File: src/rtl/core/crc8_crc16_frame_check_top_assert.svh
// Assertion macros for the frame check core.
`ifndef CRC8_CRC16_FRAME_CHECK_TOP_ASSERT_SVH
`define CRC8_CRC16_FRAME_CHECK_TOP_ASSERT_SVH

// Condition that must hold at every clock edge out of reset.
`define FCHK_ASSERT(label, cond, msg) \
  label: assert property (@(posedge clk_i) disable iff (!rst_ni) (cond)) \
    else $error(msg);

// Antecedent in one cycle implies consequent in the next.
`define FCHK_ASSERT_NEXT(label, ante, cons, msg) \
  label: assert property (@(posedge clk_i) disable iff (!rst_ni) (ante) |=> (cons)) \
    else $error(msg);

`endif

File: src/rtl/core/fchk_pkg.sv
// Shared types, constants and CRC byte update functions for the frame check core.
package fchk_pkg;

  localparam logic [7:0]  CRC8_INIT   = 8'hFF;
  localparam logic [7:0]  POLY8_REFL  = 8'h8C;
  localparam logic [15:0] CRC16_INIT  = 16'hFFFF;
  localparam logic [15:0] POLY16_REFL = 16'h8408;

  // Configuration register indexes
  localparam logic CFG_IDX_WIDTH_SEL = 1'b0;
  localparam logic CFG_IDX_TRAILER   = 1'b1;

  typedef struct packed {
    logic width_sel;     // 0: CRC-8, 1: CRC-16
    logic trailer_mode;  // 1: hold back and compare check bytes
  } fchk_cfg_t;

  typedef struct packed {
    logic restart;       // restart the frame state this cycle
    logic init_wide;     // width to take the init value from
  } fchk_ctl_t;

  typedef struct packed {
    logic [7:0] data_byte;
    logic       frame_last;
  } fchk_item_t;

  function automatic logic [15:0] crc_init(logic wide);
    logic [15:0] r;
    r = wide ? CRC16_INIT : {8'h00, CRC8_INIT};
    return r;
  endfunction

  function automatic logic [15:0] crc16_byte(logic [15:0] crc, logic [7:0] b);
    logic [15:0] c;
    c = crc ^ {8'h00, b};
    for (int i = 0; i < 8; i++) begin
      c = c[0] ? ((c >> 1) ^ POLY16_REFL) : (c >> 1);
    end
    return c;
  endfunction

  function automatic logic [7:0] crc8_byte(logic [7:0] crc, logic [7:0] b);
    logic [7:0] c;
    c = crc ^ b;
    for (int i = 0; i < 8; i++) begin
      c = c[0] ? ((c >> 1) ^ POLY8_REFL) : (c >> 1);
    end
    return c;
  endfunction

endpackage

File: src/rtl/core/fchk_byte_if.sv
// Byte channel: one frame byte per transaction with a last-byte mark.
interface fchk_byte_if;
  logic       valid;
  logic       ready;
  logic [7:0] data_byte;
  logic       frame_last;

  modport source (output valid, output data_byte, output frame_last, input ready);
  modport sink   (input valid, input data_byte, input frame_last, output ready);
endinterface

File: src/rtl/core/fchk_result_if.sv
// Result channel: one frame check report per transaction.
interface fchk_result_if;
  logic        valid;
  logic        ready;
  logic [15:0] computed_crc;
  logic [15:0] received_check;
  logic        check_match;
  logic        frame_too_short;

  modport source (output valid, output computed_crc, output received_check,
                  output check_match, output frame_too_short, input ready);
  modport sink   (input valid, input computed_crc, input received_check,
                  input check_match, input frame_too_short, output ready);
endinterface

File: src/rtl/core/crc8_crc16_frame_check_top.sv
// Frame check core: one byte per cycle, reflected CRC-8 (poly 0x8C) or CRC-16
// (poly 0x8408), optional trailer compare. Sustained rate is one byte
// transaction per clock, but for the stall below; a final byte passes
// through the input register, and the combinational byte update then
// writes the result register, which presents the report. The result
// register holds a report until it is taken; input stalls only when a final
// byte meets a report still waiting.
// A configuration write restarts the frame state with the new settings.
module crc8_crc16_frame_check_top (
  input  logic clk_i,
  input  logic rst_ni,
  input  logic cfg_we_i,
  input  logic cfg_idx_i,
  input  logic cfg_wdata_i,
  fchk_byte_if.sink     in_if,
  fchk_result_if.source out_if
);
  import fchk_pkg::*;

  fchk_cfg_t  cfg_q, cfg_d;
  fchk_ctl_t  ctl;
  logic       s1_valid;
  fchk_item_t s1_item;
  logic       take;

  always_comb begin
    cfg_d = cfg_q;
    if (cfg_we_i) begin
      unique case (cfg_idx_i)
        CFG_IDX_WIDTH_SEL: cfg_d.width_sel    = cfg_wdata_i;
        CFG_IDX_TRAILER:   cfg_d.trailer_mode = cfg_wdata_i;
        default:           cfg_d = cfg_q;
      endcase
    end
    ctl.restart   = cfg_we_i;
    ctl.init_wide = cfg_d.width_sel;
  end

  always_ff @(posedge clk_i or negedge rst_ni) begin
    if (!rst_ni) begin
      cfg_q <= '{width_sel: 1'b1, trailer_mode: 1'b1};
    end else begin
      cfg_q <= cfg_d;
    end
  end

  fchk_in_stage u_in_stage (
    .clk_i   (clk_i),
    .rst_ni  (rst_ni),
    .in_if   (in_if),
    .take_i  (take),
    .valid_o (s1_valid),
    .item_o  (s1_item)
  );

  fchk_frame_engine u_engine (
    .clk_i      (clk_i),
    .rst_ni     (rst_ni),
    .cfg_i      (cfg_q),
    .ctl_i      (ctl),
    .s1_valid_i (s1_valid),
    .s1_item_i  (s1_item),
    .take_o     (take),
    .out_if     (out_if)
  );

endmodule

File: src/rtl/core/fchk_in_stage.sv
// Input register: captures one byte transaction ahead of the CRC update.
module fchk_in_stage (
  input  logic                clk_i,
  input  logic                rst_ni,
  fchk_byte_if.sink           in_if,
  input  logic                take_i,
  output logic                valid_o,
  output fchk_pkg::fchk_item_t item_o
);
  import fchk_pkg::*;

  logic       valid_q, valid_d;
  fchk_item_t item_q;
  logic       accept;

  assign in_if.ready = !valid_q || take_i;
  assign accept      = in_if.valid && in_if.ready;

  always_comb begin
    valid_d = valid_q;
    if (accept) begin
      valid_d = 1'b1;
    end else if (take_i) begin
      valid_d = 1'b0;
    end
  end

  always_ff @(posedge clk_i or negedge rst_ni) begin
    if (!rst_ni) begin
      valid_q <= 1'b0;
    end else begin
      valid_q <= valid_d;
    end
  end

  always_ff @(posedge clk_i) begin
    if (accept) begin
      item_q.data_byte  <= in_if.data_byte;
      item_q.frame_last <= in_if.frame_last;
    end
  end

  assign valid_o = valid_q;
  assign item_o  = item_q;

endmodule

File: src/rtl/core/fchk_frame_engine.sv
// Frame state, combinational CRC byte update and registered result.
module fchk_frame_engine (
  input  logic                 clk_i,
  input  logic                 rst_ni,
  input  fchk_pkg::fchk_cfg_t  cfg_i,
  input  fchk_pkg::fchk_ctl_t  ctl_i,
  input  logic                 s1_valid_i,
  input  fchk_pkg::fchk_item_t s1_item_i,
  output logic                 take_o,
  fchk_result_if.source        out_if
);
  import fchk_pkg::*;
  `include "crc8_crc16_frame_check_top_assert.svh"

  logic [15:0] crc_q, crc_d;
  logic [7:0]  held0_q, held0_d, held1_q, held1_d;
  logic [1:0]  seen_q, seen_d;
  logic        out_valid_q;
  logic        out_free;
  logic        last_take;

  logic        feed_en;
  logic [7:0]  feed_byte;
  logic [15:0] crc_upd;
  logic [1:0]  seen_upd;
  logic [15:0] res_crc, res_rx;
  logic        res_short, res_match;

  logic [15:0] crc_res_q, rx_res_q;
  logic        match_res_q, short_res_q;

  assign out_free  = !out_valid_q || out_if.ready;
  assign take_o    = s1_valid_i && (!s1_item_i.frame_last || out_free);
  assign last_take = take_o && s1_item_i.frame_last;

  always_comb begin
    // trailer mode feeds the byte leaving the delay line, once it is full
    if (cfg_i.trailer_mode) begin
      feed_en   = cfg_i.width_sel ? (seen_q >= 2'd2) : (seen_q >= 2'd1);
      feed_byte = cfg_i.width_sel ? held0_q : held1_q;
    end else begin
      feed_en   = 1'b1;
      feed_byte = s1_item_i.data_byte;
    end

    crc_upd = crc_q;
    if (feed_en) begin
      crc_upd = cfg_i.width_sel ? crc16_byte(crc_q, feed_byte)
                                : {8'h00, crc8_byte(crc_q[7:0], feed_byte)};
    end
    seen_upd = (seen_q == 2'd3) ? seen_q : seen_q + 2'd1;

    res_crc   = cfg_i.width_sel ? crc_upd : {8'h00, crc_upd[7:0]};
    res_rx    = 16'h0000;
    res_short = 1'b0;
    if (cfg_i.trailer_mode) begin
      res_rx    = cfg_i.width_sel ? {s1_item_i.data_byte, held1_q}
                                  : {8'h00, s1_item_i.data_byte};
      res_short = (seen_upd <= 2'd2);
    end
    res_match = cfg_i.trailer_mode && !res_short && (res_crc == res_rx);

    crc_d   = crc_q;
    held0_d = held0_q;
    held1_d = held1_q;
    seen_d  = seen_q;
    if (ctl_i.restart) begin
      crc_d   = crc_init(ctl_i.init_wide);
      held0_d = 8'h00;
      held1_d = 8'h00;
      seen_d  = 2'd0;
    end else if (take_o) begin
      if (s1_item_i.frame_last) begin
        crc_d   = crc_init(cfg_i.width_sel);
        held0_d = 8'h00;
        held1_d = 8'h00;
        seen_d  = 2'd0;
      end else begin
        crc_d   = crc_upd;
        held0_d = held1_q;
        held1_d = s1_item_i.data_byte;
        seen_d  = seen_upd;
      end
    end
  end

  always_ff @(posedge clk_i or negedge rst_ni) begin
    if (!rst_ni) begin
      crc_q       <= CRC16_INIT;
      held0_q     <= 8'h00;
      held1_q     <= 8'h00;
      seen_q      <= 2'd0;
      out_valid_q <= 1'b0;
    end else begin
      crc_q   <= crc_d;
      held0_q <= held0_d;
      held1_q <= held1_d;
      seen_q  <= seen_d;
      if (out_free) begin
        out_valid_q <= last_take;
      end
    end
  end

  always_ff @(posedge clk_i) begin
    if (last_take) begin
      crc_res_q   <= res_crc;
      rx_res_q    <= res_rx;
      match_res_q <= res_match;
      short_res_q <= res_short;
    end
  end

  assign out_if.valid           = out_valid_q;
  assign out_if.computed_crc    = crc_res_q;
  assign out_if.received_check  = rx_res_q;
  assign out_if.check_match     = match_res_q;
  assign out_if.frame_too_short = short_res_q;

  `FCHK_ASSERT(a_short_no_match, !(out_valid_q && match_res_q && short_res_q),
               "short frame reported as a match")
  `FCHK_ASSERT(a_crc8_high_zero,
               !(out_valid_q && !cfg_i.width_sel && (crc_res_q[15:8] != 8'h00)),
               "CRC-8 result has high byte set")
  `FCHK_ASSERT_NEXT(a_frame_end_clears, last_take, seen_q == 2'd0,
                    "frame state not cleared after final byte")
  `FCHK_ASSERT_NEXT(a_stalled_result_kept, out_valid_q && !out_if.ready,
                    out_valid_q && $stable(crc_res_q) && $stable(rx_res_q),
                    "pending result lost while stalled")

endmodule

File: src/flat_wrapper.sv
// flat-port wrapper written by rule: the top's interface ports become plain ports
module crc8_crc16_frame_check_top_flat import fchk_pkg::*;
  (clk_i, rst_ni, cfg_we_i, cfg_idx_i, cfg_wdata_i, in_if_valid, in_if_data_byte, in_if_frame_last, in_if_ready, out_if_valid, out_if_computed_crc, out_if_received_check, out_if_check_match, out_if_frame_too_short, out_if_ready);
  fchk_byte_if in_if_i ();
  fchk_result_if out_if_i ();
  input  logic clk_i;
  input  logic rst_ni;
  input  logic cfg_we_i;
  input  logic cfg_idx_i;
  input  logic cfg_wdata_i;
  input wire logic [$bits(in_if_i.valid)-1:0] in_if_valid;
  input wire logic [$bits(in_if_i.data_byte)-1:0] in_if_data_byte;
  input wire logic [$bits(in_if_i.frame_last)-1:0] in_if_frame_last;
  output wire logic [$bits(in_if_i.ready)-1:0] in_if_ready;
  output wire logic [$bits(out_if_i.valid)-1:0] out_if_valid;
  output wire logic [$bits(out_if_i.computed_crc)-1:0] out_if_computed_crc;
  output wire logic [$bits(out_if_i.received_check)-1:0] out_if_received_check;
  output wire logic [$bits(out_if_i.check_match)-1:0] out_if_check_match;
  output wire logic [$bits(out_if_i.frame_too_short)-1:0] out_if_frame_too_short;
  input wire logic [$bits(out_if_i.ready)-1:0] out_if_ready;
  assign in_if_i.valid = in_if_valid;
  assign in_if_i.data_byte = in_if_data_byte;
  assign in_if_i.frame_last = in_if_frame_last;
  assign in_if_ready = in_if_i.ready;
  assign out_if_valid = out_if_i.valid;
  assign out_if_computed_crc = out_if_i.computed_crc;
  assign out_if_received_check = out_if_i.received_check;
  assign out_if_check_match = out_if_i.check_match;
  assign out_if_frame_too_short = out_if_i.frame_too_short;
  assign out_if_i.ready = out_if_ready;
  crc8_crc16_frame_check_top u_core (.clk_i(clk_i), .rst_ni(rst_ni), .cfg_we_i(cfg_we_i), .cfg_idx_i(cfg_idx_i), .cfg_wdata_i(cfg_wdata_i), .in_if(in_if_i), .out_if(out_if_i));
endmodule
File: config.mk
export PLATFORM = sky130hd
export DESIGN_NAME = crc8_crc16_frame_check_top_flat
export DESIGN_NICKNAME = d
export VERILOG_FILES = /design/src/rtl/core/fchk_pkg.sv /design/src/rtl/core/fchk_byte_if.sv /design/src/rtl/core/fchk_result_if.sv /design/src/rtl/core/crc8_crc16_frame_check_top.sv /design/src/rtl/core/fchk_in_stage.sv /design/src/rtl/core/fchk_frame_engine.sv /design/src/flat_wrapper.sv
export VERILOG_INCLUDE_DIRS = /design/src /design/src/rtl/core
export SDC_FILE = /design/constraint.sdc
export NUM_CORES = 1
export LEC_CHECK = 0
export BUFFER_PORTS_ARGS = -buffer_cell sky130_fd_sc_hd__buf_2
export CAP_MARGIN = 25
export CELL_PAD_IN_SITES_DETAIL_PLACEMENT = 0
export CELL_PAD_IN_SITES_GLOBAL_PLACEMENT = 1
export CORE_MARGIN = 4
export CORE_UTILIZATION = 50
export DETAILED_ROUTE_END_ITERATION = 6
export PLACE_DENSITY_LB_ADDON = 0.1
export RECOVER_POWER = 50
export SLEW_MARGIN = 20
export SYNTH_ARGS = -nofsm -noshare
export SYNTH_HDL_FRONTEND = slang
export SYNTH_SLANG_ARGS = --single-unit
File: constraint.sdc
create_clock -name clk_i -period 5.2 [get_ports clk_i]
set_input_delay 0.52 -clock clk_i [delete_from_list [all_inputs] [get_ports clk_i]]
set_output_delay 0.52 -clock clk_i [all_outputs]
set_load 0.01 [all_outputs]
Word level (Yosys, flattened, before mapping)
Cells that the tools add are included.
{"block": "word_totals", "reg_bits": 81, "in_bits": 16, "out_inout_bits": 36, "wordCells": 99}
{"block": "op_classes", "n_addsub": 1, "order_cmp": 3, "n_eq_ne": 2, "mux": 46, "bitwise": 18, "reduce_logical": 15}
{"cell": "$mux 16", "count": 18}
{"cell": "$mux 8", "count": 16}
{"cell": "$not 2->3", "count": 16}
{"cell": "$eq 16x16->1", "count": 1}
{"cell": "$xor 16x8->16", "count": 1}
{"cell": "$mux 2", "count": 5}
{"cell": "$xor 8x8->8", "count": 1}
{"cell": "$mux 1", "count": 7}
{"cell": "$logic_and 1x1->1", "count": 5}
{"cell": "$logic_not 1->1", "count": 4}
{"cell": "$reduce_bool 2->1", "count": 2}
{"cell": "$logic_or 1x1->1", "count": 3}
{"cell": "$add 2x1->2 const B", "count": 1}
{"cell": "$eq 2x2->1 const B", "count": 1}
{"cell": "$ge 2x1->1 const B", "count": 1}
{"cell": "$ge 2x2->1 const B", "count": 1}
{"cell": "$le 2x2->1 const B", "count": 1}
{"cell": "$reduce_and 2->1", "count": 1}

Depth between registers and ports, before layout
{"block": "logic_depth", "word_depth": 24, "ltp_mapped": 12, "mapped_depth_nobuf": 9}

By module
A second synthesis with hierarchy kept.
{"block": "hier_totals", "cells_unflattened": 383, "hier_area_um2": 4354.2}
{"module": "fchk_frame_engine", "n_inst": 1, "cells_each": 364, "area_each_um2": 3927.5, "seq_area_each_um2": 1916.8}
{"module": "fchk_in_stage", "n_inst": 1, "cells_each": 13, "area_each_um2": 324.1, "seq_area_each_um2": 295.3}
{"module": "crc8_crc16_frame_check_top", "n_inst": 1, "cells_each": 6, "area_each_um2": 102.6, "seq_area_each_um2": 52.6}

Worst setup path before layout
Ideal clock, no wire load.
{"block": "synth_timing", "path_kind": "reg2reg", "from": "register u_core.cfg_q[1] in the netlist's numbering", "to": "register u_core.u_engine.match_res_q (netlist: u_core.u_engine.out_if.check_match), data pin", "setup_time_ns": 0.168, "t_arrival_ns": 2.795, "setup_slack_ns": 2.238, "path_stages_with_launch": 11, "path_buffers": 1, "period_less_slack_ns": 2.962, "path_cell_list": "dfstp_2 -> buf_6 -> mux2i_1 -> a21oi_2 -> xor2_4 -> xnor2_2 -> xnor3_2 -> xor2_1 -> nor2_1 -> mux2_4 -> nor4b_4"}
{"block": "synth_between", "elab_chain_cells": 19}
{"item": "start, declared", "line_no": "crc8_crc16_frame_check_top.sv:20", "source": "fchk_cfg_t cfg_q, cfg_d;"}
{"item": "start signal, assigned", "line_no": "crc8_crc16_frame_check_top.sv:41", "source": "cfg_q <= '{width_sel: 1'b1, trailer_mode: 1'b1};"}
{"item": "start signal, assigned", "line_no": "crc8_crc16_frame_check_top.sv:43", "source": "cfg_q <= cfg_d;"}
{"item": "$mux 8", "line_no": "fchk_frame_engine.sv:40", "source": "feed_byte = cfg_i.width_sel ? held0_q : held1_q;"}
{"item": "$mux 8", "line_no": "fchk_frame_engine.sv:38", "source": "if (cfg_i.trailer_mode) begin"}
{"item": "$xor 8x8->8", "line_no": "fchk_pkg.sv:45", "source": "c = crc ^ b;"}
{"item": "$not 2->3 (no source line) / $mux 8 (equally long branches)"}
{"item": "$mux 8 / $not 2->3 (equally long branches)"}
{"item": "$not 2->3 (no source line) / $mux 8 (equally long branches)"}
{"item": "$mux 8 / $not 2->3 (equally long branches) (2 in a row)"}
{"item": "$mux 8 (2 in a row)", "line_no": "fchk_pkg.sv:47", "source": "c = c[0] ? ((c >> 1) ^ POLY8_REFL) : (c >> 1);"}
{"item": "$not 2->3 (no source line) / $mux 8 (equally long branches)"}
{"item": "$mux 8 / $not 2->3 (equally long branches) (2 in a row)"}
{"item": "$mux 8", "line_no": "fchk_pkg.sv:47"}
{"item": "$mux 16", "line_no": "fchk_frame_engine.sv:48", "source": "crc_upd = cfg_i.width_sel ? crc16_byte(crc_q, feed_byte)"}
{"item": "$mux 16", "line_no": "fchk_frame_engine.sv:47", "source": "if (feed_en) begin"}
{"item": "$mux 16", "line_no": "fchk_frame_engine.sv:53", "source": "res_crc = cfg_i.width_sel ? crc_upd : {8'h00, crc_upd[7:0]};"}
{"item": "$eq 16x16->1 (*)", "line_no": "fchk_frame_engine.sv:61", "source": "res_match = cfg_i.trailer_mode && !res_short && (res_crc == res_rx);"}
{"item": "$logic_and 1x1->1 (*)", "line_no": "fchk_frame_engine.sv:61"}
{"item": "net u_core.u_engine.res_match", "line_no": "fchk_frame_engine.sv:27", "source": "logic res_short, res_match;"}
{"item": "end signal, assigned", "line_no": "fchk_frame_engine.sv:109", "source": "match_res_q <= res_match;"}
{"item": "end, declared", "line_no": "fchk_frame_engine.sv:30", "source": "logic match_res_q, short_res_q;"}
Mark *: on every way through the listed nets, which the timed path passes. The rest lies on a longest branch.
A chain may end at the register's enable or synchronous reset.

Final worst setup path
{"block": "layout_timing", "from": "register u_core.cfg_q[1] in the netlist's numbering", "to": "register u_core.u_engine.match_res_q (netlist: u_core.u_engine.out_if.check_match), data pin"}
{"item": "$mux 8", "line_no": "fchk_frame_engine.sv:40"}
{"item": "$mux 8", "line_no": "fchk_frame_engine.sv:38"}
{"item": "$xor 8x8->8", "line_no": "fchk_pkg.sv:45"}
{"item": "$not 2->3 (no source line) / $mux 8 (equally long branches)"}
{"item": "$mux 8", "line_no": "fchk_pkg.sv:47"}
{"item": "$mux 8 / $not 2->3 (equally long branches) (2 in a row)"}
{"item": "$mux 8", "line_no": "fchk_pkg.sv:47"}
{"item": "$mux 8 / $not 2->3 (equally long branches)"}
{"item": "[... 3 more ...]"}
{"item": "$mux 8", "line_no": "fchk_pkg.sv:47"}
{"item": "$mux 16", "line_no": "fchk_frame_engine.sv:48"}
{"item": "$mux 16 (*)", "line_no": "fchk_frame_engine.sv:47"}
{"item": "net u_core.u_engine.crc_upd[3]", "line_no": "fchk_frame_engine.sv:24", "source": "logic [15:0] crc_upd;"}
{"item": "$mux 16 (*)", "line_no": "fchk_frame_engine.sv:53"}
{"item": "$eq 16x16->1 (*)", "line_no": "fchk_frame_engine.sv:61"}
{"item": "$logic_and 1x1->1 (*)", "line_no": "fchk_frame_engine.sv:61"}
{"item": "net u_core.u_engine.res_match", "line_no": "fchk_frame_engine.sv:27"}
Marked as above.

==> run summary <==
Failing checks: max-capacitance violations, max-slew violations
WP buf/inv: 1
Leakage Power: 1.868 nW
CP Capture Type: register
CORE AREA: 8258 um^2
Delay-heaviest family, CP: XOR/XNOR gates
Final core utilization: 58.30%
FF-to-FF path depth: 10
Worst Hold Class: in -> reg
Via count: 3132
Root buffer cell: clkbuf_8
GR peak layer: met2
CP Data Required Time: 5390 ps
Period minus WS final: 3961 ps
Starting Density: 51.85%
Clock-pin slew on the worst setup and hold paths: 80 ps
Cts hold-fix bufs: 0
Mapped Area: 4282 um^2
Total GRT Usage: 22.94%
Worst path cell trace: buf_4 > mux2i_1 > a21oi_2 > xor2_4 > xnor2_2 > xnor3_2 > o21ai_1 > xnor2_1 > and3b_1 > nor4b_4
Final setup TNS: 0 ps
Hpwl dp: 7763 um
Vias in the first global route: 2995
Worst path depth: 10
End of the critical path: u_core.u_engine.out_if.check_match$_DFFE_PP_
GPL Wtd Cong: 0.9749
Crit-path slowest cell: dfstp_1
Slew @ Worst Pin: 2188 ps
Die extent in y: 100.5 um
Syn Area/Cell: 11.57 um^2
Hold WS: 329.0 ps
Global-route met1 utilization: 32.46%
RSZ-0062 raised after global routing: false
FF-to-FF Start: u_core.cfg_q[1]$_DFF_PN1_
Worst Path Max Fanout: 19
Max Cap Viol: 1
FFs w/ async S/R, synth: 46.91%
Largest buffer count on any clock path: 2
Sequential fraction of the synthesis area: 52.89%
Area grow syn2layout: 12.45%
Fraction of layout cells with a size suffix above 1: 17.73%
WL final: 10890 um
Final net count: 434
Final setup fails: 0
Crit Path Class: reg -> reg
Mean routed wirelength per cell: 20.63 um
Fin worst setup slack: 1239 ps
PostCTS Resize Cnt: 0
Final period util: 76.18%
Achievable frequency: 252.5 MHz
Post-CTS setup buffer count: 0
Crit path DAT: 4150 ps
Worst vdd ir: 0.1857 mV
Diodes inserted: 0
CTS tree: yes
I/O pins: 52
First-pass GRT wire length: 17320 um
Initial antenna violation count: 0
Total gr overflow: 0
Pre-antenna DRT Iters: 5
Final Hold Fails: 0
Place WS: 1509 ps
Num CTS Buffers: 9
Via/cell ratio: 5.932
# rows: 33
Die width: 100.5 um
Reg2reg setup slack: 1240 ps
Net Count, Synth: 386
Largest stage delay on the critical path: 1000 ps
DRT iter0 DRCs: 171
Final Power: 2.172 mW
Pwr dens: 451.0 nW/um^2
CP Launch Type: register
EDFF count, synth: 43
Drc violations: 0
Clk sinks: 81
Die area: 10110 um^2
Final ANT Viol Nets: 0
Fillers: 736
H-tree depth: 3
Syn Inst Count: 370
Yosys warns: 0
Port bufs: 51
Final Max Slew Viols: 39
GR Util met3: 4.983%
CP Launch Point: u_core.cfg_q[1]$_DFF_PN1_
Clk Latency, worst-skew pair: 360 ps
Met2 usage: 33.44%
Synth Flop Type: edfxtp_1
Status: finished, violations left
Unique cell type count in the Yosys netlist: 59
R2R Path End: u_core.u_engine.out_if.check_match$_DFFE_PP_
Slew margin rel.: -45.84%
Largest net degree at the start of global routing: 39
Clk_skew: 9.752 ps
FF+latch count, synth: 81
## cells in the final DEF, fill, tap and decap left out, types with 5 or more instances in the layout
cell type and instances:
a21oi_2 5, dfrtp_1 20, nor2b_1 9, nor2_1 29, mux2i_1 18, dfstp_2 17, xor2_1 9, buf_4 6
nand2_1 30, xnor2_1 17, clkbuf_1 37, and3_1 6, buf_2 15, o21ai_0 17, a21oi_1 24, a22o_1 17
o22a_1 7, clkbuf_8 9, inv_1 11, edfxtp_1 43
## state kept, by name, summed over array words and instances (netlist names), 2 cells and up
signal	cells
u_core.u_engine.held0_q	8
u_core.u_engine.out_if.computed_crc	16
u_core.u_engine.seen_q	2
u_core.cfg_q	2
u_core.u_engine.crc_q	16
u_core.u_in_stage.item_o	9
u_core.u_engine.held1_q	8
u_core.u_engine.out_if.received_check	16
## layer usage
layer,up-vias,routed length [um]
met5,-,0
met4,0,409
met3,31,769
met2,132,4805
met1,1537,4907
li1,1432,-
## cell usage after synthesis (4+ instances only)
cell	number	area share [%]
xor2_1	9	1.8
nor2b_1	9	1.3
dfrtp_1	20	12
nor2_1	29	2.5
and2_1	5	0.73
dfstp_2	18	11
a22o_1	17	3.5
and3_1	6	0.88
o21a_1	4	0.70
nand2_1	30	2.6
a21oi_2	4	0.82
o21ai_0	17	2.0
mux2i_1	18	4.2
nand2b_1	4	0.58
clkbuf_1	13	1.1
o22a_1	7	1.4
a221oi_1	4	0.82
xnor2_1	17	3.5
edfxtp_1	43	30
a21oi_1	25	2.9
or2_2	4	0.58
inv_1	11	0.96
## area by class of cell
type	instances	area [um^2]	area share [%]
repair buffers	57	255.2	5.301
flip-flops and latches	81	2265	47.04
clock buffers	10	127.6	2.651
well taps	105	131.4	2.729
inverters	11	41.29	0.8576
clock inverters	6	106.4	2.209
multi-input cells	258	1888	39.22
## power by group
part	total [mW]	switching (mW)	internal (mW)
clock	0.549	0.232	0.317
combinational	0.781	0.450	0.331
sequential	0.842	0.0615	0.780
total	2.17	0.744	1.43
## stage by stage
stage	instances	area, um^2
2_1_floorplan	370	4282
3_3_place_gp	512	4626
3_5_place_dp	512	4626
4_1_cts	528	4860
5_1_grt	528	4815
6_report	528	4815
## cell families after synthesis
group / after synthesis / share of synthesized area (%)
buffers and inverters: 31 / 3.097
AO/OA/AOI/OAI: 99 / 16.04
AND/OR/NAND/NOR: 100 / 11.72
XOR/XNOR: 37 / 10.64
flip-flops: 81 / 52.89
multiplexers: 22 / 5.611
## how the worst min path moves through the flow
| stage | from | to | slack (ps) | cells after the start |
|---|---|---|---|---|
| 2_1_floorplan | rst_ni | u_core.u_engine.held0_q[0]$_DFFE_PN0P_ | 220 | 0 |
| 3_5_place_dp | u_core.u_engine.held0_q[0]$_DFFE_PN0P_ | u_core.u_engine.held0_q[0]$_DFFE_PN0P_ | 490 | 1 |
| 5_1_grt | in_if_data_byte[0] | u_core.u_in_stage.item_o[1]$_DFFE_PP_ | 310 | 1 |
| 3_3_place_gp | u_core.u_engine.held0_q[0]$_DFFE_PN0P_ | u_core.u_engine.held0_q[0]$_DFFE_PN0P_ | 490 | 1 |
| 6_report | in_if_frame_last | u_core.u_in_stage.item_o[0]$_DFFE_PP_ | 330 | 1 |
| 4_1_cts | rst_ni | u_core.u_engine.held0_q[1]$_DFFE_PN0P_ | 310 | 1 |
Power figures use the tool's default switching activity.
